**src/rtl/ffud_pkg.sv**
```systemverilog
// Shared types, character codes and helpers for the form field decoder.
package ffud_pkg;

  // Character codes
  localparam logic [7:0] CH_PLUS    = 8'h2B;
  localparam logic [7:0] CH_PERCENT = 8'h25;
  localparam logic [7:0] CH_AMP     = 8'h26;
  localparam logic [7:0] CH_EQ      = 8'h3D;
  localparam logic [7:0] CH_SPACE   = 8'h20;

  // Body phases
  localparam logic [1:0] PH_MATCH = 2'd0;
  localparam logic [1:0] PH_SKIP  = 2'd1;
  localparam logic [1:0] PH_COPY  = 2'd2;
  localparam logic [1:0] PH_DONE  = 2'd3;

  // Escape progress
  localparam logic [1:0] PCT_NONE  = 2'd0;
  localparam logic [1:0] PCT_SIGN  = 2'd1;
  localparam logic [1:0] PCT_DIGIT = 2'd2;

  // Configuration register indexes
  localparam logic [1:0] REG_KEY_TEXT    = 2'd0;
  localparam logic [1:0] REG_KEY_LENGTH  = 2'd1;
  localparam logic [1:0] REG_VALUE_LIMIT = 2'd2;

  localparam int unsigned CFG_DATA_W = 64;
  localparam int unsigned RES_SLOTS  = 3;
  localparam int unsigned FIFO_DEPTH = 4;

  // Per-body state apart from the key position
  typedef struct packed {
    logic [1:0] phase;
    logic [7:0] raw_count;
    logic [1:0] percent_stage;
    logic [7:0] held_char;
    logic       key_found;
  } body_st_t;

  // One result transaction
  typedef struct packed {
    logic [7:0] value_byte;
    logic       byte_valid;
    logic       done_res;
    logic       found;
  } res_t;

  // Hex digit value, zero for anything that is not a hex digit
  function automatic logic [3:0] nibble(input logic [7:0] c);
    logic [3:0] v;
    v = 4'd0;
    if (c >= 8'h30 && c <= 8'h39) v = 4'(c - 8'h30);
    else if (c >= 8'h61 && c <= 8'h66) v = 4'(c - 8'h61 + 8'd10);
    else if (c >= 8'h41 && c <= 8'h46) v = 4'(c - 8'h41 + 8'd10);
    return v;
  endfunction

endpackage

```
**src/rtl/ffud_in_if.sv**
```systemverilog
// Body byte channel: valid/ready handshake with byte and last flag.
interface ffud_in_if;
  logic       valid;
  logic       ready;
  logic [7:0] body_byte;
  logic       body_last;

  modport source (output valid, output body_byte, output body_last, input ready);
  modport sink   (input valid, input body_byte, input body_last, output ready);
endinterface

```
**src/rtl/ffud_out_if.sv**
```systemverilog
// Result channel: valid/ready handshake with decoded byte and done status.
interface ffud_out_if;
  logic       valid;
  logic       ready;
  logic [7:0] value_byte;
  logic       byte_valid;
  logic       done_res;
  logic       found;

  modport source (output valid, output value_byte, output byte_valid, output done_res,
                  output found, input ready);
  modport sink   (input valid, input value_byte, input byte_valid, input done_res,
                  input found, output ready);
endinterface

```
**src/rtl/ffud_step.sv**
```systemverilog
// Per-byte decision logic: key match, skip, value copy and escape decoding.
module ffud_step #(
  parameter int unsigned MAX_KEY_CHARS = 8,
  parameter int unsigned KPW = $clog2(MAX_KEY_CHARS + 1)
) (
  input  logic [MAX_KEY_CHARS*8-1:0] key_bytes_i,
  input  logic [3:0]                 key_length_i,
  input  logic [7:0]                 value_limit_i,
  input  ffud_pkg::body_st_t         st_i,
  input  logic [KPW-1:0]             key_pos_i,
  input  logic [7:0]                 body_byte_i,
  input  logic                       body_last_i,
  output ffud_pkg::body_st_t         st_o,
  output logic [KPW-1:0]             key_pos_o,
  output ffud_pkg::res_t [ffud_pkg::RES_SLOTS-1:0] res_o,
  output logic [1:0]                 res_cnt_o
);
  import ffud_pkg::*;

  localparam int unsigned KIW = (MAX_KEY_CHARS > 1) ? $clog2(MAX_KEY_CHARS) : 1;

  logic [7:0]     key_chars [MAX_KEY_CHARS];
  logic [KPW-1:0] klen;
  logic [7:0]     kc;

  // Split the key into characters
  always_comb begin
    for (int i = 0; i < MAX_KEY_CHARS; i++) begin
      key_chars[i] = key_bytes_i[i*8 +: 8];
    end
  end

  // Clamp the key length to the stored characters
  assign klen = (key_length_i > 4'(MAX_KEY_CHARS)) ? KPW'(MAX_KEY_CHARS) : KPW'(key_length_i);
  assign kc   = key_chars[key_pos_i[KIW-1:0]];

  always_comb begin
    body_st_t       s;
    logic [KPW-1:0] kp;
    res_t [RES_SLOTS-1:0] r;
    logic [1:0]     n;
    logic           finish;
    logic [7:0]     b;

    s      = st_i;
    kp     = key_pos_i;
    r      = '0;
    n      = 2'd0;
    finish = 1'b0;
    b      = body_byte_i;

    case (s.phase)
      // Compare the field with the key and '='
      PH_MATCH: begin
        if (b == CH_AMP) begin
          kp = '0;
        end else if (kp < klen) begin
          if (b == kc) kp = KPW'(kp + 1'b1);
          else s.phase = PH_SKIP;
        end else if (b == CH_EQ) begin
          s.key_found     = 1'b1;
          s.raw_count     = 8'd0;
          s.percent_stage = PCT_NONE;
          s.phase         = (value_limit_i == 8'd0) ? PH_DONE : PH_COPY;
        end else begin
          s.phase = PH_SKIP;
        end
      end
      // Drop bytes up to the next field
      PH_SKIP: begin
        if (b == CH_AMP) begin
          s.phase = PH_MATCH;
          kp      = '0;
        end
      end
      // Decode one raw value byte
      PH_COPY: begin
        if (b == CH_AMP) begin
          finish = 1'b1;
        end else begin
          s.raw_count = s.raw_count + 8'd1;
          if (s.percent_stage == PCT_SIGN) begin
            s.held_char     = b;
            s.percent_stage = PCT_DIGIT;
          end else if (s.percent_stage == PCT_DIGIT) begin
            r[n] = '{value_byte: {nibble(s.held_char), nibble(b)}, byte_valid: 1'b1,
                     done_res: 1'b0, found: 1'b0};
            n = n + 2'd1;
            s.percent_stage = PCT_NONE;
          end else if (b == CH_PLUS) begin
            r[n] = '{value_byte: CH_SPACE, byte_valid: 1'b1, done_res: 1'b0, found: 1'b0};
            n = n + 2'd1;
          end else if (b == CH_PERCENT) begin
            s.percent_stage = PCT_SIGN;
          end else begin
            r[n] = '{value_byte: b, byte_valid: 1'b1, done_res: 1'b0, found: 1'b0};
            n = n + 2'd1;
          end
          if (s.raw_count >= value_limit_i) finish = 1'b1;
        end
      end
      default: begin
      end
    endcase

    // The body end also closes a value still being copied
    if (body_last_i && s.phase == PH_COPY) finish = 1'b1;

    // Flush a cut-short escape literally and close the value
    if (finish) begin
      if (s.percent_stage != PCT_NONE) begin
        r[n] = '{value_byte: CH_PERCENT, byte_valid: 1'b1, done_res: 1'b0, found: 1'b0};
        n = n + 2'd1;
      end
      if (s.percent_stage == PCT_DIGIT) begin
        r[n] = '{value_byte: (s.held_char == CH_PLUS) ? CH_SPACE : s.held_char,
                 byte_valid: 1'b1, done_res: 1'b0, found: 1'b0};
        n = n + 2'd1;
      end
      s.percent_stage = PCT_NONE;
      s.held_char     = 8'd0;
      s.phase         = PH_DONE;
    end

    // Report the outcome and start afresh for the next body
    if (body_last_i) begin
      r[n] = '{value_byte: 8'd0, byte_valid: 1'b0, done_res: 1'b1, found: s.key_found};
      n = n + 2'd1;
      s  = '{phase: PH_MATCH, raw_count: 8'd0, percent_stage: PCT_NONE, held_char: 8'd0,
             key_found: 1'b0};
      kp = '0;
    end

    st_o      = s;
    key_pos_o = kp;
    res_o     = r;
    res_cnt_o = n;
  end

endmodule

```
**src/rtl/form_field_url_decoder.sv**
```systemverilog
// Top level of the form field decoder: configuration, body state and result queue.
//
// Usage:
//   Body bytes enter on in_ch (valid/ready), one byte per transaction, with
//   body_last on the final byte. Decoded value bytes and one done transaction
//   per body leave on out_ch (valid/ready), in order.
//   Configuration registers (key text, key length, value limit) are written
//   through cfg_we / cfg_index / cfg_wdata while the block is idle.
// Timing:
//   A byte is decided in the cycle it is accepted; its results are written into a
//   four-entry result queue and leave on out_ch from the queue head, in order.
//   One byte per cycle is taken while the queue can absorb the byte's results
//   (at most three); the queue drains one transaction per cycle while out_ch is
//   ready, so bytes giving several results (escape flush plus done) hold in_ch.
// Reset:
//   rst_n (synchronous, active low) empties the queue, clears the body state
//   and restores key text 0, key length 1 and value limit 32.
// Back-pressure:
//   When out_ch stalls the queue fills; in_ch ready drops once fewer than
//   three free entries would remain, and nothing is lost.
module form_field_url_decoder #(
  parameter int unsigned MAX_KEY_CHARS = 8
) (
  input  logic                             clk,
  input  logic                             rst_n,
  ffud_in_if.sink                          in_ch,
  ffud_out_if.source                       out_ch,
  input  logic                             cfg_we,
  input  logic [1:0]                       cfg_index,
  input  logic [ffud_pkg::CFG_DATA_W-1:0]  cfg_wdata
);
  import ffud_pkg::*;

  localparam int unsigned KPW = $clog2(MAX_KEY_CHARS + 1);
  localparam int unsigned FIW = $clog2(FIFO_DEPTH);
  localparam int unsigned FCW = $clog2(FIFO_DEPTH + 1);

  logic [MAX_KEY_CHARS*8-1:0] key_r;
  logic [3:0]                 key_length_r;
  logic [7:0]                 value_limit_r;

  body_st_t       st_r, st_nxt;
  logic [KPW-1:0] key_pos_r, key_pos_nxt;

  res_t [RES_SLOTS-1:0] step_res;
  logic [1:0]           step_cnt;

  res_t           fifo_r   [FIFO_DEPTH];
  res_t           fifo_nxt [FIFO_DEPTH];
  logic [FCW-1:0] cnt_r, cnt_nxt;

  logic in_take;
  logic out_take;

  // Configuration writes
  always_ff @(posedge clk) begin
    if (!rst_n) begin
      key_r         <= '0;
      key_length_r  <= 4'd1;
      value_limit_r <= 8'd32;
    end else if (cfg_we) begin
      case (cfg_index)
        REG_KEY_TEXT:    key_r         <= cfg_wdata[MAX_KEY_CHARS*8-1:0];
        REG_KEY_LENGTH:  key_length_r  <= cfg_wdata[3:0];
        REG_VALUE_LIMIT: value_limit_r <= cfg_wdata[7:0];
        default: begin
        end
      endcase
    end
  end

  // Per-byte decision
  ffud_step #(
    .MAX_KEY_CHARS (MAX_KEY_CHARS),
    .KPW           (KPW)
  ) u_step (
    .key_bytes_i   (key_r),
    .key_length_i  (key_length_r),
    .value_limit_i (value_limit_r),
    .st_i          (st_r),
    .key_pos_i     (key_pos_r),
    .body_byte_i   (in_ch.body_byte),
    .body_last_i   (in_ch.body_last),
    .st_o          (st_nxt),
    .key_pos_o     (key_pos_nxt),
    .res_o         (step_res),
    .res_cnt_o     (step_cnt)
  );

  // Handshakes: accept while the queue keeps room for three results
  assign out_take     = out_ch.valid && out_ch.ready;
  assign in_ch.ready  = (cnt_r <= FCW'(FIFO_DEPTH - RES_SLOTS)) ||
                        ((cnt_r == FCW'(FIFO_DEPTH - RES_SLOTS + 1)) && out_ch.ready);
  assign in_take      = in_ch.valid && in_ch.ready;

  // Advance body state on each accepted byte
  always_ff @(posedge clk) begin
    if (!rst_n) begin
      st_r      <= '{phase: PH_MATCH, raw_count: 8'd0, percent_stage: PCT_NONE,
                     held_char: 8'd0, key_found: 1'b0};
      key_pos_r <= '0;
    end else if (in_take) begin
      st_r      <= st_nxt;
      key_pos_r <= key_pos_nxt;
    end
  end

  // Result queue: shift out at the head, append behind the remaining entries
  always_comb begin
    logic [FCW-1:0] base;
    base = out_take ? FCW'(cnt_r - 1'b1) : cnt_r;
    for (int j = 0; j < FIFO_DEPTH; j++) begin
      if (out_take && j < FIFO_DEPTH - 1) fifo_nxt[j] = fifo_r[j+1];
      else fifo_nxt[j] = fifo_r[j];
    end
    if (in_take) begin
      for (int i = 0; i < RES_SLOTS; i++) begin
        if (2'(i) < step_cnt) fifo_nxt[FIW'(base + FCW'(i))] = step_res[i];
      end
    end
    cnt_nxt = in_take ? FCW'(base + FCW'(step_cnt)) : base;
  end

  always_ff @(posedge clk) begin
    if (!rst_n) begin
      cnt_r <= '0;
    end else begin
      cnt_r <= cnt_nxt;
    end
  end

  // Hold queue payload
  always_ff @(posedge clk) begin
    for (int j = 0; j < FIFO_DEPTH; j++) begin
      fifo_r[j] <= fifo_nxt[j];
    end
  end

  // Drive the result channel from the queue head
  assign out_ch.valid      = (cnt_r != '0);
  assign out_ch.value_byte = fifo_r[0].value_byte;
  assign out_ch.byte_valid = fifo_r[0].byte_valid;
  assign out_ch.done_res   = fifo_r[0].done_res;
  assign out_ch.found      = fifo_r[0].found;

endmodule
```
**src/flat_wrapper.sv**
```systemverilog
// flat-port wrapper written by rule: the top's interface ports become plain ports
module form_field_url_decoder_flat import ffud_pkg::*;
#(
  parameter int unsigned MAX_KEY_CHARS = 8
)
  (clk, rst_n, cfg_we, cfg_index, cfg_wdata, in_ch_valid, in_ch_body_byte, in_ch_body_last, in_ch_ready, out_ch_valid, out_ch_value_byte, out_ch_byte_valid, out_ch_done_res, out_ch_found, out_ch_ready);
  ffud_in_if in_ch_i ();
  ffud_out_if out_ch_i ();
  input  logic clk;
  input  logic rst_n;
  input  logic cfg_we;
  input  logic [1:0] cfg_index;
  input  logic [ffud_pkg::CFG_DATA_W-1:0] cfg_wdata;
  input wire logic [$bits(in_ch_i.valid)-1:0] in_ch_valid;
  input wire logic [$bits(in_ch_i.body_byte)-1:0] in_ch_body_byte;
  input wire logic [$bits(in_ch_i.body_last)-1:0] in_ch_body_last;
  output wire logic [$bits(in_ch_i.ready)-1:0] in_ch_ready;
  output wire logic [$bits(out_ch_i.valid)-1:0] out_ch_valid;
  output wire logic [$bits(out_ch_i.value_byte)-1:0] out_ch_value_byte;
  output wire logic [$bits(out_ch_i.byte_valid)-1:0] out_ch_byte_valid;
  output wire logic [$bits(out_ch_i.done_res)-1:0] out_ch_done_res;
  output wire logic [$bits(out_ch_i.found)-1:0] out_ch_found;
  input wire logic [$bits(out_ch_i.ready)-1:0] out_ch_ready;
  assign in_ch_i.valid = in_ch_valid;
  assign in_ch_i.body_byte = in_ch_body_byte;
  assign in_ch_i.body_last = in_ch_body_last;
  assign in_ch_ready = in_ch_i.ready;
  assign out_ch_valid = out_ch_i.valid;
  assign out_ch_value_byte = out_ch_i.value_byte;
  assign out_ch_byte_valid = out_ch_i.byte_valid;
  assign out_ch_done_res = out_ch_i.done_res;
  assign out_ch_found = out_ch_i.found;
  assign out_ch_i.ready = out_ch_ready;
  form_field_url_decoder #(.MAX_KEY_CHARS(MAX_KEY_CHARS)) u_core (.clk(clk), .rst_n(rst_n), .in_ch(in_ch_i), .out_ch(out_ch_i), .cfg_we(cfg_we), .cfg_index(cfg_index), .cfg_wdata(cfg_wdata));
endmodule
```
**config.mk**
```make
export PLATFORM = sky130hd
export DESIGN_NAME = form_field_url_decoder_flat
export DESIGN_NICKNAME = d
export VERILOG_FILES = /design/src/rtl/ffud_pkg.sv /design/src/rtl/ffud_in_if.sv /design/src/rtl/ffud_out_if.sv /design/src/rtl/ffud_step.sv /design/src/rtl/form_field_url_decoder.sv /design/src/flat_wrapper.sv
export SDC_FILE = /design/constraint.sdc
export NUM_CORES = 1
export LEC_CHECK = 0
export BUFFER_PORTS_ARGS = -buffer_cell sky130_fd_sc_hd__buf_2
export CORE_UTILIZATION = 65
export DETAILED_ROUTE_END_ITERATION = 8
export PLACE_DENSITY = 0.92
export SKIP_LAST_GASP = 1
export SYNTH_ARGS = -nofsm -noshare
export SYNTH_HDL_FRONTEND = slang
export SYNTH_SLANG_ARGS = --single-unit
```
**constraint.sdc**
```tcl
create_clock -name clk -period 10.7 [get_ports clk]
set_input_delay 2.14 -clock clk [delete_from_list [all_inputs] [get_ports clk]]
set_output_delay 2.14 -clock clk [all_outputs]
set_load 0.02 [all_outputs]
```
Word-level counts from Yosys, hierarchy flattened:

Memory sizes are Yosys's and may differ from the RTL's.
Cells that the tools add are included.

* muxes and demuxes: 95
* $add $sub $neg: 19
* magnitude comparators: 32
* eq/ne operators: 22
* reductions and logical operators: 29
* bitwise gates (word level): 7

Operators by type and width (count)
* $mux 44: 6
* $mux 11: 15
* $mux 33: 5
* $bwmux 44: 3
* $demux 11 s2: 6
* $bwmux 33: 2
* $mux 4: 12
* $eq 8x6->1 const B: 5
* $mux 8: 5
* $ge 8x7->1 const B: 4
* $le 8x7->1 const B: 4
* $mux 10: 3
* $mux 2: 14
* $bmux 8 s3: 1
* $sub 4x1->4 const B: 6
* $and 7x21->21: 1
* $mux 21: 1
* $not 21->21: 1
* $pmux 10 s2: 1
* $mux 18: 1
* $add 4x4->4 const B: 4
* $ge 8x6->1 const B: 2
* $le 8x6->1 const B: 2
* $logic_and 1x1->1: 16
* other kinds (39): 84

* logic and storage cells: 215
* memories kept: 1
* bits of input ports: 80
* memory bits (writable): 44
* flip-flop bits (word level): 104

Memories
* u_core.fifo_r: words 4, width 11, rd ports 4, clocked after Yosys merged registers in 0, wr ports 4, line form_field_url_decoder.sv:48 `res_t fifo_r [FIFO_DEPTH];`

Longest topological paths before layout:

Gate-level depths: netlist (run 1).

* word-level depth: 31
* gate-level depth with buffers: 20
* gate-level depth less buffers: 18

Cells and area by module:

A second synthesis (run 1) with hierarchy kept.

* cells, all modules: 1370
* area total of the unflattened synthesis: 10475.0 sq um

By module, submodules not included
* form_field_url_decoder: cells an instance 975, instances 1, area each 7632.3 sq um
* ffud_step: cells an instance 395, instances 1, area each 2842.7 sq um

Worst setup path before layout (run 1):

No wires, ideal clock.

* kind: input to register
* start: in in_ch_body_byte[0]
* end: reg u_core.cnt_r[2]
* data arrival time: 5.517 ns
* path buffers: 0
* setup slack: 5.068 ns
* stages: 15
* library setup time: 0.116 ns
* cell sequence: inv_1 > ha_1 > or3b_1 > o21ai_1 > a41oi_1 > a221oi_2 > o21ai_1 > or2_2 > ha_1 > inv_1 > a32oi_2 > nand2_1 > fa_1 > a21oi_1 > and3b_1

* longest elaborated chain between the ends: 17

Ends and longest elaborated chain
* start: declaration: line flat_wrapper.sv:15 `input wire logic [$bits(in_ch_i.body_byte)-1:0] in_ch_body_byte;`
* $eq 8x6->1: line ffud_step.sv:93 `end else if (b == CH_PERCENT) begin`
* $mux 1 or $mux 2 (tied branches): line ffud_step.sv:93
* $mux 1 or $mux 2 (tied branches): line ffud_step.sv:90 `end else if (b == CH_PLUS) begin`
* $mux 1 or $mux 2 (tied branches): line ffud_step.sv:85 `end else if (s.percent_stage == PCT_DIGIT) begin`
* $mux 1 or $mux 2 (tied branches): line ffud_step.sv:82 `if (s.percent_stage == PCT_SIGN) begin`
* $mux 1 or $mux 18 (tied branches): line ffud_step.sv:78 `if (b == CH_AMP) begin`
* $mux 1 or $pmux 10 s2 (tied branches): line ffud_step.sv:52 `case (s.phase)`
* $add 2x1->2 or $reduce_bool 2->1 (tied branches): line ffud_step.sv:113, ffud_step.sv:111
* $mux 2: line ffud_step.sv:111 `if (s.percent_stage != PCT_NONE) begin`
* $mux 2: line ffud_step.sv:110 `if (finish) begin`
* $add 2x1->2: line ffud_step.sv:118 `n = n + 2'd1;`
* $mux 2: line ffud_step.sv:115 `if (s.percent_stage == PCT_DIGIT) begin`
* $mux 2 *: line ffud_step.sv:110
* $add 2x1->2: line ffud_step.sv:128 `n = n + 2'd1;`
* $mux 2 *: line ffud_step.sv:126 `if (body_last_i) begin`
* $add 3x2->3 *: line form_field_url_decoder.sv:121 `cnt_nxt = in_take ? FCW'(base + FCW'(step_cnt)) : base;`
* $mux 3 *: line form_field_url_decoder.sv:121
* end signal: assignment: line form_field_url_decoder.sv:128 `cnt_r <= cnt_nxt;`
* end: declaration: line form_field_url_decoder.sv:50 `logic [FCW-1:0] cnt_r, cnt_nxt;`

Mark *: on every way between the ends. The rest lies on a longest branch, timed or not. The select of a mux whose other input is x is not followed.
A chain may end at the register's enable or synchronous reset.

==> results of run 1 <==
## registers in the layout (all words and copies together) (netlist names)
name / count
u_core.key_pos_r: 4
u_core.st_r: 21
u_core.key_r: 64
u_core.value_limit_r: 8
u_core.fifo_r: 44
u_core.cnt_r: 3
u_core.key_length_r: 4
## cells in the final DEF, fill, tap and decap left out, types with 6 or more instances in the layout
cell type	count
nor2b_1	30
nand3_1	28
nor3_1	23
mux2i_1	53
o22ai_1	22
xnor2_1	8
clkbuf_16	17
ha_1	30
nor3b_1	8
mux4_2	16
nand2_1	239
a21oi_1	56
and3_1	12
and2_1	8
edfxtp_1	11
o211ai_1	25
a22oi_1	11
o21ai_0	54
inv_1	26
nand4_1	6
a21boi_0	68
buf_4	11
a211oi_1	12
dfxtp_1	137
a31oi_1	20
inv_6	7
buf_2	92
a221oi_1	6
nand2b_1	9
xor2_1	9
or3_1	7
a222oi_1	8
nor2_1	61
## cell type report
cell class              count  area share (%)
diodes                      1          0.0236
clock buffers              18            4.14
clock inverters            14            1.49
inverters                  29            1.03
multi-input cells         929            57.1
flip-flops and latches    148            29.0
well taps                 180            2.12
repair buffers            103            5.12
## cell families (layout without fill, tap and decap cells)
family                   Yosys count  count (layout)  share of synthesized area [%]
AND/OR/NAND/NOR                  465             465                           22.7
AO/OA/AOI/OAI                    343             343                           25.0
flip-flops                       148             148                           32.1
buffers and inverters            103             164                           4.55
multiplexers                      72              72                           9.67
adder cells (fa/ha/maj)           31              31                           4.13
XOR/XNOR                          18              18                           1.84
other                              0               1                              0
## where the power goes
part | switching (mW) | internal [mW]
clock network | 0.278 | 0.339
registers | 0.0675 | 0.675
logic | 0.469 | 0.296
total | 0.814 | 1.31
## through the flow
step	hold WS, ps	worst slack [ps]	instances	power [mW]	util [%]
after CTS	468	4510	1421	2.09	75.3
after global routing	486	4060	1422	2.21	75.3
after global placement	451	4320	1389	1.45	71.0
final	466	4330	1422	2.12	75.3
after floorplan	436	5070	1180	1.29	-
after detailed placement	458	4070	1389	1.48	71.0
## metal layers
layer  GRT usage [%]  up-vias  routed length (µm)
li1                -     4383                   -
met1            49.2     4525               11200
met2            60.9      721               12800
met3            9.96      158                3270
met4            20.0        0                1280
met5               0        -                   0
## worst min-delay path: stages, from the launching register on
cell and delay [ps]:
dfxtp_1 310, nand2_1 50, a21boi_0 60
## final timing paths
path	startpoint	end	slack [ps]	cells after the start
setup / recovery	in_ch_body_byte[2]	u_core.fifo_r[2][6]	4330	14
hold / removal	u_core.key_r[58]	u_core.key_r[58]	470	2
setup reg to reg	u_core.st_r[11]	u_core.fifo_r[2][6]	5620	18
hold reg to reg	u_core.key_r[58]	u_core.key_r[58]	470	2
==> flow_metrics.py, run 1 <==
metrics = {
    "sta": {
        "rsz0062_at_grt": "no",
        "setup_tns_ps": 0,
        "post-route-period-util_pct": 59.5,
        "final_hold_viol_count": 0,
        "drv_slew": 0,
        "setup_violations": 0,
        "finalCriticalPeriod_ps": 6370,
        "worst_pin_slew_ps": 995,
        "fmax_mhz": 157,
        "skew_ps": 11.4,
        "slew_headroom_pct": 32.8,
    },
    "clocking": {
        "cts_root_buf": "clkbuf_16",
        "ctsHoldBuffers": 0,
        "numCtsBuffers": 17,
        "cts_sinks": 148,
        "ctsResizeCount": 0,
        "cts_setup_buffers": 0,
        "clock_latency_ps": 450,
        "cts_tree": "done",
        "cts_buffer_depth": 2,
        "h-tree-depth": 4,
        "clk_transition_reported_paths_ps": 70,
    },
    "yosys": {
        "synth_top_flop_cell": "dfxtp_1",
        "syn_area_mm2": 0.00957,
        "async_reset_ff_share_pct": 0,
        "ys_types": 89,
        "yosys.area.top_type_share_pct": 28.7,
        "yosysWarningCount": 0,
        "synth_seq_cells": 148,
        "synth_area_leader_cell": "dfxtp_1",
        "syn_nets": 1291,
        "synth.top_cells.by_area": "dfxtp_1 (29%), nand2_1 (9.4%), mux2i_1 (5.5%)",
        "ys_seq_area_share_pct": 32.1,
        "syn_inst": 1180,
        "synth_most_common_cell": "nand2_1",
        "synth_edf_count": 11,
        "synth_area_per_cell_um2": 8.11,
        "yosys-top-cells-count": "nand2_1 (239), dfxtp_1 (137), a21boi_0 (68), nor2_1 (61), a21oi_1 (56)",
    },
    "detailed_routing": {
        "drc": 0,
        "vias": 9787,
        "ant_nets": 0,
        "first_pass_iters": 9,
        "routedWlPerCell_um": 20.1,
        "via_per_inst": 6.88,
        "totalWireLength_um": 28600,
        "first_iter_violations": 1633,
    },
    "floorplanning": {
        "ios": 93,
        "fp.dieH_um": 123,
        "die_w_um": 123,
        "rows": 43,
        "die-area_mm2": 0.0152,
        "start_util_pct": 67.9,
        "core_mm2": 0.0141,
    },
    "place": {
        "port_buffers": 92,
        "hpwl_um": 19200,
        "place.gp.congestion": 1.00,
        "place_area_mm2": 0.0100,
    },
    "critical_path": {
        "crit_type": "input pin to register",
        "end_kind": "register",
        "worst_setup_path_start_kind": "input pin",
        "max_stage_delay_ps": 880,
        "cp_data_required_time_ps": 11020,
        "cp_common_cell": "o21ai_1",
        "crit_slowest_cell": "nor4bb_1",
        "cp_num_buf_inv": 2,
        "critical_path_arrival_ps": 6680,
        "crit_path_cell_trace": "buf_2, nor4bb_1, nand3_1, a311oi_2, a21o_2, o21ai_1, or2_2, ha_1, inv_1, a32oi_2, a21bo_2, o21ai_1, a211oi_1, o22ai_1",
        "crit_fanout": 13,
        "critical-path-top-delay-family": "compound AO/OA/AOI/OAI gates",
    },
    "cells_and_area": {
        "nFillCells": 1001,
        "multi_input_area_mm2": 0.00606,
        "area_delta_synth_final_pct": 10.9,
        "fin_nets": 1339,
        "postLayoutCellArea_mm2": 0.0106,
        "drive_gt1_share_pct": 15.1,
        "ff_latch_area_mm2": 0.00307,
    },
    "power": {
        "p_leak_nw": 4.02,
        "ir_drop_mv": 0.173,
        "p_per_area_mw_per_mm2": 200,
    },
    "global_route": {
        "antenna_found_initial": 1,
        "grt_pass1_wl_um": 45600,
        "grt_start_max_net_pins": 105,
        "grt_util_all_layers_pct": 38.8,
        "first_global_vias": 9048,
        "grt.overflow.total": 0,
    },
    "min_path": {
        "hp-class": "register to register",
    },
    "outcome": {
        "run_status": "completed",
    },
    "flow_run": {
        "cap_violations": 0,
    },
}
No activity file was read; power rests on OpenSTA's default activity.
==> run 2, diff against run 1 <==
--- a/config.mk
+++ b/config.mk
@@ -6,9 +6,9 @@
 export NUM_CORES = 1
 export LEC_CHECK = 0
 export BUFFER_PORTS_ARGS = -buffer_cell sky130_fd_sc_hd__buf_2
-export CORE_UTILIZATION = 65
+export CORE_UTILIZATION = 60
 export DETAILED_ROUTE_END_ITERATION = 8
-export PLACE_DENSITY = 0.92
+export PLACE_DENSITY = 0.87
 export SKIP_LAST_GASP = 1
 export SYNTH_ARGS = -nofsm -noshare
 export SYNTH_HDL_FRONTEND = slang
==> constraint.sdc (replaced) <==
create_clock -name clk -period 6.3 [get_ports clk]
set_input_delay 1.26 -clock clk [delete_from_list [all_inputs] [get_ports clk]]
set_output_delay 1.26 -clock clk [all_outputs]
set_load 0.02 [all_outputs]
==> run 2 against run 1 <==
Against the previous run:
- die area rose by 8.2%
- count of clock-buffer cells in the layout grew 2
- first-iteration DRC count shrank 28%
- sequential share of layout area decreased by 0.23 points
- critical endpoint is now u_core.fifo_r[0][3]
==> flow_metrics.py, run 2 (synthesized netlist as in run 1, its figures left out) <==
metrics = {
    "sta": {
        "post-route-period-util_pct": 84.3,
        "slew_headroom_pct": 25.5,
        "finalCriticalPeriod_ps": 5310,
        "skew_ps": 9.12,
        "rsz0062_at_grt": "no",
        "worst_pin_slew_ps": 1110,
        "setup_tns_ps": 0,
        "whs_ps": 463,
        "fmax_mhz": 188,
        "drv_slew": 0,
        "final_hold_viol_count": 0,
        "setup_violations": 0,
    },
    "detailed_routing": {
        "drc": 0,
        "top_layer_used": "met4",
        "ant_nets": 0,
        "first_iter_violations": 1173,
        "met3_length_um": 2760,
        "via_per_inst": 6.47,
        "routedWlPerCell_um": 18.9,
        "totalWireLength_um": 27400,
        "met1_length_um": 11400,
        "vias": 9404,
        "first_pass_iters": 7,
        "dr_wl_met2_um": 12400,
    },
    "critical_path": {
        "crit_path_cell_trace": "buf_2, inv_1, ha_1, nand3_1, nor2_1, o211ai_1, a221oi_2, o21ai_1, or2_2, ha_1, inv_1, a32oi_2, a21o_1, o211ai_1, a222oi_1",
        "end_kind": "register",
        "crit_type": "input pin to register",
        "critical_path_arrival_ps": 5610,
        "max_stage_delay_ps": 580,
        "crit_slowest_cell": "a21o_1",
        "crit_fanout": 14,
        "cp_data_required_time_ps": 6600,
        "worst_setup_path_start_kind": "input pin",
    },
    "global_route": {
        "grt_util_all_layers_pct": 33.8,
        "first_global_vias": 8594,
        "grt.overflow.total": 0,
        "antenna_found_initial": 0,
        "grt_pass1_wl_um": 43800,
        "grt_start_max_net_pins": 78,
    },
    "power": {
        "ir_drop_mv": 0.221,
        "power_mw": 3.65,
        "p_leak_nw": 4.04,
        "p_per_area_mw_per_mm2": 341,
    },
    "clocking": {
        "numCtsBuffers": 17,
        "cts_sinks": 148,
        "ctsResizeCount": 0,
        "cts_tree": "done",
        "cts_buffer_depth": 2,
        "clk_transition_reported_paths_ps": 60,
        "clock_latency_ps": 440,
        "h-tree-depth": 4,
        "cts_root_buf": "clkbuf_16",
        "cts_setup_buffers": 0,
        "ctsHoldBuffers": 0,
    },
    "cells_and_area": {
        "top_register": "u_core.key_r",
        "final_cell_mix": "nand2_1 (239), dfxtp_1 (137), buf_2 (92)",
        "reg.largest.list": "u_core.key_r: 64 flops, u_core.fifo_r: 44 flops, u_core.st_r: 21 flops",
        "fin_nets": 1341,
        "final_common_cell": "nand2_1",
        "area_delta_synth_final_pct": 11.8,
        "diodes": 0,
        "drive_gt1_share_pct": 15.2,
        "largest_register_ffs": 64,
    },
    "floorplanning": {
        "ios": 93,
        "fp.dieH_um": 128,
        "rows": 45,
        "core_mm2": 0.0154,
        "die-area_mm2": 0.0165,
        "start_util_pct": 62.2,
        "die_w_um": 128,
    },
    "place": {
        "hpwl_um": 18700,
        "port_buffers": 92,
        "place.gp.congestion": 0.958,
    },
    "outcome": {
        "run_status": "completed",
    },
    "flow_run": {
        "cap_violations": 0,
    },
    "min_path": {
        "hp-class": "register to register",
    },
}
-- run 2: layout make-up --
type                       count  area [µm²]
clock buffer                  20         468
clock inverter                12         164
fill                        1208        4670
inverter                      29         109
multi-input combinational    929        6060
sequential                   148        3070
tap                          211         264
timing repair buffer         105         558
-- run 2: where the power goes --
part           internal [mW]  switching, mW  total (mW)  leakage, nW
clock                  0.664          0.436        1.10        0.307
sequential              1.15          0.114        1.26         1.23
combinational          0.500          0.786        1.29         2.50
total                   2.31           1.34        3.65         4.04
-- run 2: final timing paths --
| path | start | endpoint | slack (ps) | cells after the start |
|---|---|---|---|---|
| max | in_ch_body_byte[1] | u_core.fifo_r[0][3] | 990 | 15 |
| max reg2reg | u_core.st_r[13] | u_core.fifo_r[0][3] | 1350 | 17 |
| min | u_core.key_r[44] | u_core.key_r[44] | 460 | 2 |
| min reg2reg | u_core.key_r[44] | u_core.key_r[44] | 460 | 2 |
-- run 2: worst max-delay path: cells and delay by family --
kind / cells / cell delay [ps]
adder cells (fa/ha/maj): 2 / 640
AND/OR/NAND/NOR: 3 / 760
buffers and inverters: 3 / 370
AO/OA/AOI/OAI: 7 / 2580
-- run 2: routing by layer --
layer	up-vias	track usage, %
met4	0	14.0
met5	-	0
met2	584	53.0
li1	4384	-
met1	4346	44.7
met3	90	7.64
-- run 2: metrics by stage --
step / utilization, % / cell area, µm² / setup WS [ps] / std cells
CTS: 69.6 / 10700 / 1140 / 1454
finish: 69.6 / 10700 / 990 / 1454
detailed placement: 65.5 / 10100 / 743 / 1422
global placement: 65.5 / 10100 / 893 / 1422
global route: 69.6 / 10700 / 744 / 1454
floorplan: - / 9570 / 1550 / 1180
==> run 3, diff against run 2 <==
--- a/config.mk
+++ b/config.mk
@@ -5,10 +5,11 @@
 export SDC_FILE = /design/constraint.sdc
 export NUM_CORES = 1
 export LEC_CHECK = 0
+export ABC_AREA = 1
 export BUFFER_PORTS_ARGS = -buffer_cell sky130_fd_sc_hd__buf_2
-export CORE_UTILIZATION = 60
+export CORE_UTILIZATION = 55
 export DETAILED_ROUTE_END_ITERATION = 8
-export PLACE_DENSITY = 0.87
+export PLACE_DENSITY = 0.84
 export SKIP_LAST_GASP = 1
 export SYNTH_ARGS = -nofsm -noshare
 export SYNTH_HDL_FRONTEND = slang
==> constraint.sdc (replaced) <==
create_clock -name clk -period 4.5 [get_ports clk]
set_input_delay 0.9 -clock clk [delete_from_list [all_inputs] [get_ports clk]]
set_output_delay 0.9 -clock clk [all_outputs]
set_load 0.02 [all_outputs]
==> run 3 against run 2 <==
Against the previous run:
- area after synthesis up 5.2%
- via count up 16%
- count of clock-buffer cells in the layout down 2
- cell area up 5.5%
- worst setup slack worse by 600 ps
- flip-flop and latch count unchanged
- worst hold slack worse by 15 ps
- critical endpoint is now u_core.fifo_r[2][8]
==> flow_metrics.py, run 3 <==
metrics = {
    "power": {
        "p_sw_share_pct": 42.5,
        "p_sw_mw": 2.56,
        "p_per_area_mw_per_mm2": 534,
        "p_int_mw": 3.46,
        "clockPowerShare_pct": 25.5,
        "p_leak_nw": 5.73,
        "pwr-share-seq_pct": 28.8,
        "ir_drop_mv": 0.726,
        "pwr-share-comb_pct": 45.7,
        "power_mw": 6.02,
    },
    "detailed_routing": {
        "ant_nets": 0,
        "first_iter_violations": 1248,
        "totalWireLength_um": 28600,
        "drc": 0,
        "routedWlPerCell_um": 14.7,
        "first_pass_iters": 7,
        "via_per_inst": 5.63,
        "vias": 10900,
    },
    "sta": {
        "finalCriticalPeriod_ps": 4110,
        "rsz0062_at_grt": "no",
        "drv_slew": 0,
        "setup_tns_ps": 0,
        "setup_violations": 0,
        "skew_ps": 14.0,
        "slew_headroom_pct": 42.8,
        "post-route-period-util_pct": 91.4,
        "worst_pin_slew_ps": 855,
        "fmax_mhz": 243,
        "final_hold_viol_count": 0,
    },
    "cells_and_area": {
        "largest_register_ffs": 64,
        "final_cell_mix": "nand2_1 (478), inv_1 (185), nand3_1 (152)",
        "utilization_pct": 62.8,
        "nFillCells": 1631,
        "top_register": "u_core.key_r",
        "final_common_cell": "nand2_1",
        "fin_nets": 1812,
        "ff_latch_area_mm2": 0.00307,
        "drive_gt1_share_pct": 13.1,
        "diodes": 0,
        "area_delta_synth_final_pct": 12.2,
        "reg.largest.list": "u_core.key_r: 64 flops, u_core.fifo_r: 44 flops, u_core.st_r: 21 flops",
        "final_cell_count_no_fill": 1943,
        "multi_input_area_mm2": 0.00585,
    },
    "clocking": {
        "cts_sinks": 148,
        "cts_root_buf": "clkbuf_16",
        "clk_transition_reported_paths_ps": 70,
        "h-tree-depth": 4,
        "numCtsBuffers": 17,
        "clock_latency_ps": 440,
        "cts_tree": "done",
        "cts_buffer_depth": 2,
        "ctsHoldBuffers": 0,
    },
    "critical_path": {
        "worst_setup_path_start_kind": "register",
        "critical_path_arrival_ps": 4490,
        "crit_type": "register to register",
        "cp_common_cell": "nand2_1",
        "cp_data_required_time_ps": 4880,
        "end_kind": "register",
        "max_stage_delay_ps": 420,
        "crit_slowest_cell": "dfxtp_1",
        "crit_fanout": 38,
    },
    "global_route": {
        "grt_start_max_net_pins": 70,
        "antenna_found_initial": 0,
        "first_global_vias": 10100,
        "grt.overflow.total": 0,
        "grt_util_all_layers_pct": 31.5,
        "grt_pass1_wl_um": 47200,
    },
    "yosys": {
        "synth_seq_cells": 148,
        "yosysWarningCount": 0,
        "synth_top_flop_cell": "dfxtp_1",
        "ys_types": 46,
        "synth_area_per_cell_um2": 6.15,
        "yosys-top-cells-count": "nand2_1 (480), inv_1 (187), nand3_1 (152), o21ai_0 (148), nor2_1 (138)",
        "synth_most_common_cell": "nand2_1",
        "yosys.area.top_type_share_pct": 27.3,
        "ys_seq_area_share_pct": 30.5,
        "synth_edf_count": 11,
        "syn_inst": 1637,
        "synth_area_leader_cell": "dfxtp_1",
        "async_reset_ff_share_pct": 0,
        "synth.top_cells.by_area": "dfxtp_1 (27%), nand2_1 (18%), nand3_1 (7.6%)",
        "syn_area_mm2": 0.0101,
        "syn_nets": 1748,
    },
    "floorplanning": {
        "start_util_pct": 56.0,
        "die-area_mm2": 0.0188,
        "die_w_um": 137,
        "fp.dieH_um": 137,
        "ios": 93,
        "rows": 49,
        "core_mm2": 0.0180,
    },
    "flow_run": {
        "cap_violations": 0,
    },
    "place": {
        "port_buffers": 92,
        "place.gp.congestion": 0.934,
        "hpwl_um": 20700,
        "dp.cells": 1907,
    },
    "min_path": {
        "hp-class": "register to register",
    },
    "outcome": {
        "run_status": "completed",
    },
}
[run 3: cell types whose count changed after synthesis, moves of 68 or more]
| cell | change |
|---|---|
| a21boi_0 | -68 |
| nor2_1 | +77 |
| o21ai_0 | +94 |
| nand2_1 | +241 |
| nand3_1 | +124 |
| inv_1 | +161 |
[run 3: repair_timing]
item / 4_1_cts / 5_1_grt
setup endpoints to repair: 0 / 44
setup buffers: 0 / 4
gates resized for setup: 0 / 8
[run 3: layout make-up]
| cell class | instances | share of cell area (%) |
|---|---|---|
| Tap cell | 229 | 2.54 |
| Multi-Input combinational cell | 1213 | 51.9 |
| Sequential cell | 148 | 27.2 |
| Timing Repair Buffer | 121 | 6.19 |
| Clock buffer | 18 | 3.80 |
| Clock inverter | 14 | 1.70 |
| Inverter | 200 | 6.68 |
[run 3: logic make-up after synthesis]
family                     after synthesis  synth area share [%]
muxes                                   11                  1.12
adders and majority gates               31                  3.93
AOI/OAI and AO/OA                      318                  16.6
xor gates and xnor gates                 9                 0.784
and+or+nand+nor                        844                  35.6
DFF                                    148                  30.5
buffers and inverters                  276                  11.4
[run 3: stage by stage]
step                setup slack, ps  area (µm²)  hold slack, ps
floorplan                       857       10100             429
global placement                336       10600             439
detailed placement              158       10600             441
CTS                             162       11200             451
global route                   13.5       11300             470
finish                          389       11300             448
[run 3: worst max-delay path: cells and delay by family, from the launching register on]
| kind | cells | cell delay, ps |
|---|---|---|
| simple gates | 23 | 2390 |
| buf+inv | 4 | 880 |
| flops | 1 | 420 |
| fa+ha+maj | 1 | 260 |
| compound gates | 1 | 80 |
[run 3: routing by layer]
layer / GRT usage [%] / routed length, µm
met5: 0 / 0
met4: 13.4 / 954
met3: 5.63 / 2480
met2: 52.2 / 13100
met1: 40.1 / 12100
[run 3: power groups by stage]
stage / registers [mW] / logic (mW) / clock network [mW]
after floorplan: 1.77 / 2.07 / 0
after global placement: 1.75 / 2.61 / 0
after detailed placement: 1.76 / 2.67 / 0
after CTS: 1.73 / 2.69 / 1.54
after global routing: 1.76 / 3.14 / 1.59
final: 1.74 / 2.76 / 1.53
[run 3: path summary, 6_finish.rpt]
kind                                          start                  end  slack [ps]  depth (start not counted)
worst max register to register  u_core.key_pos_r[0]  u_core.fifo_r[2][8]         390                         29
worst min-delay path               u_core.key_r[28]     u_core.key_r[28]         450                          2
worst min register to register     u_core.key_r[28]     u_core.key_r[28]         450                          2
worst max-delay path            u_core.key_pos_r[0]  u_core.fifo_r[2][8]         390                         29
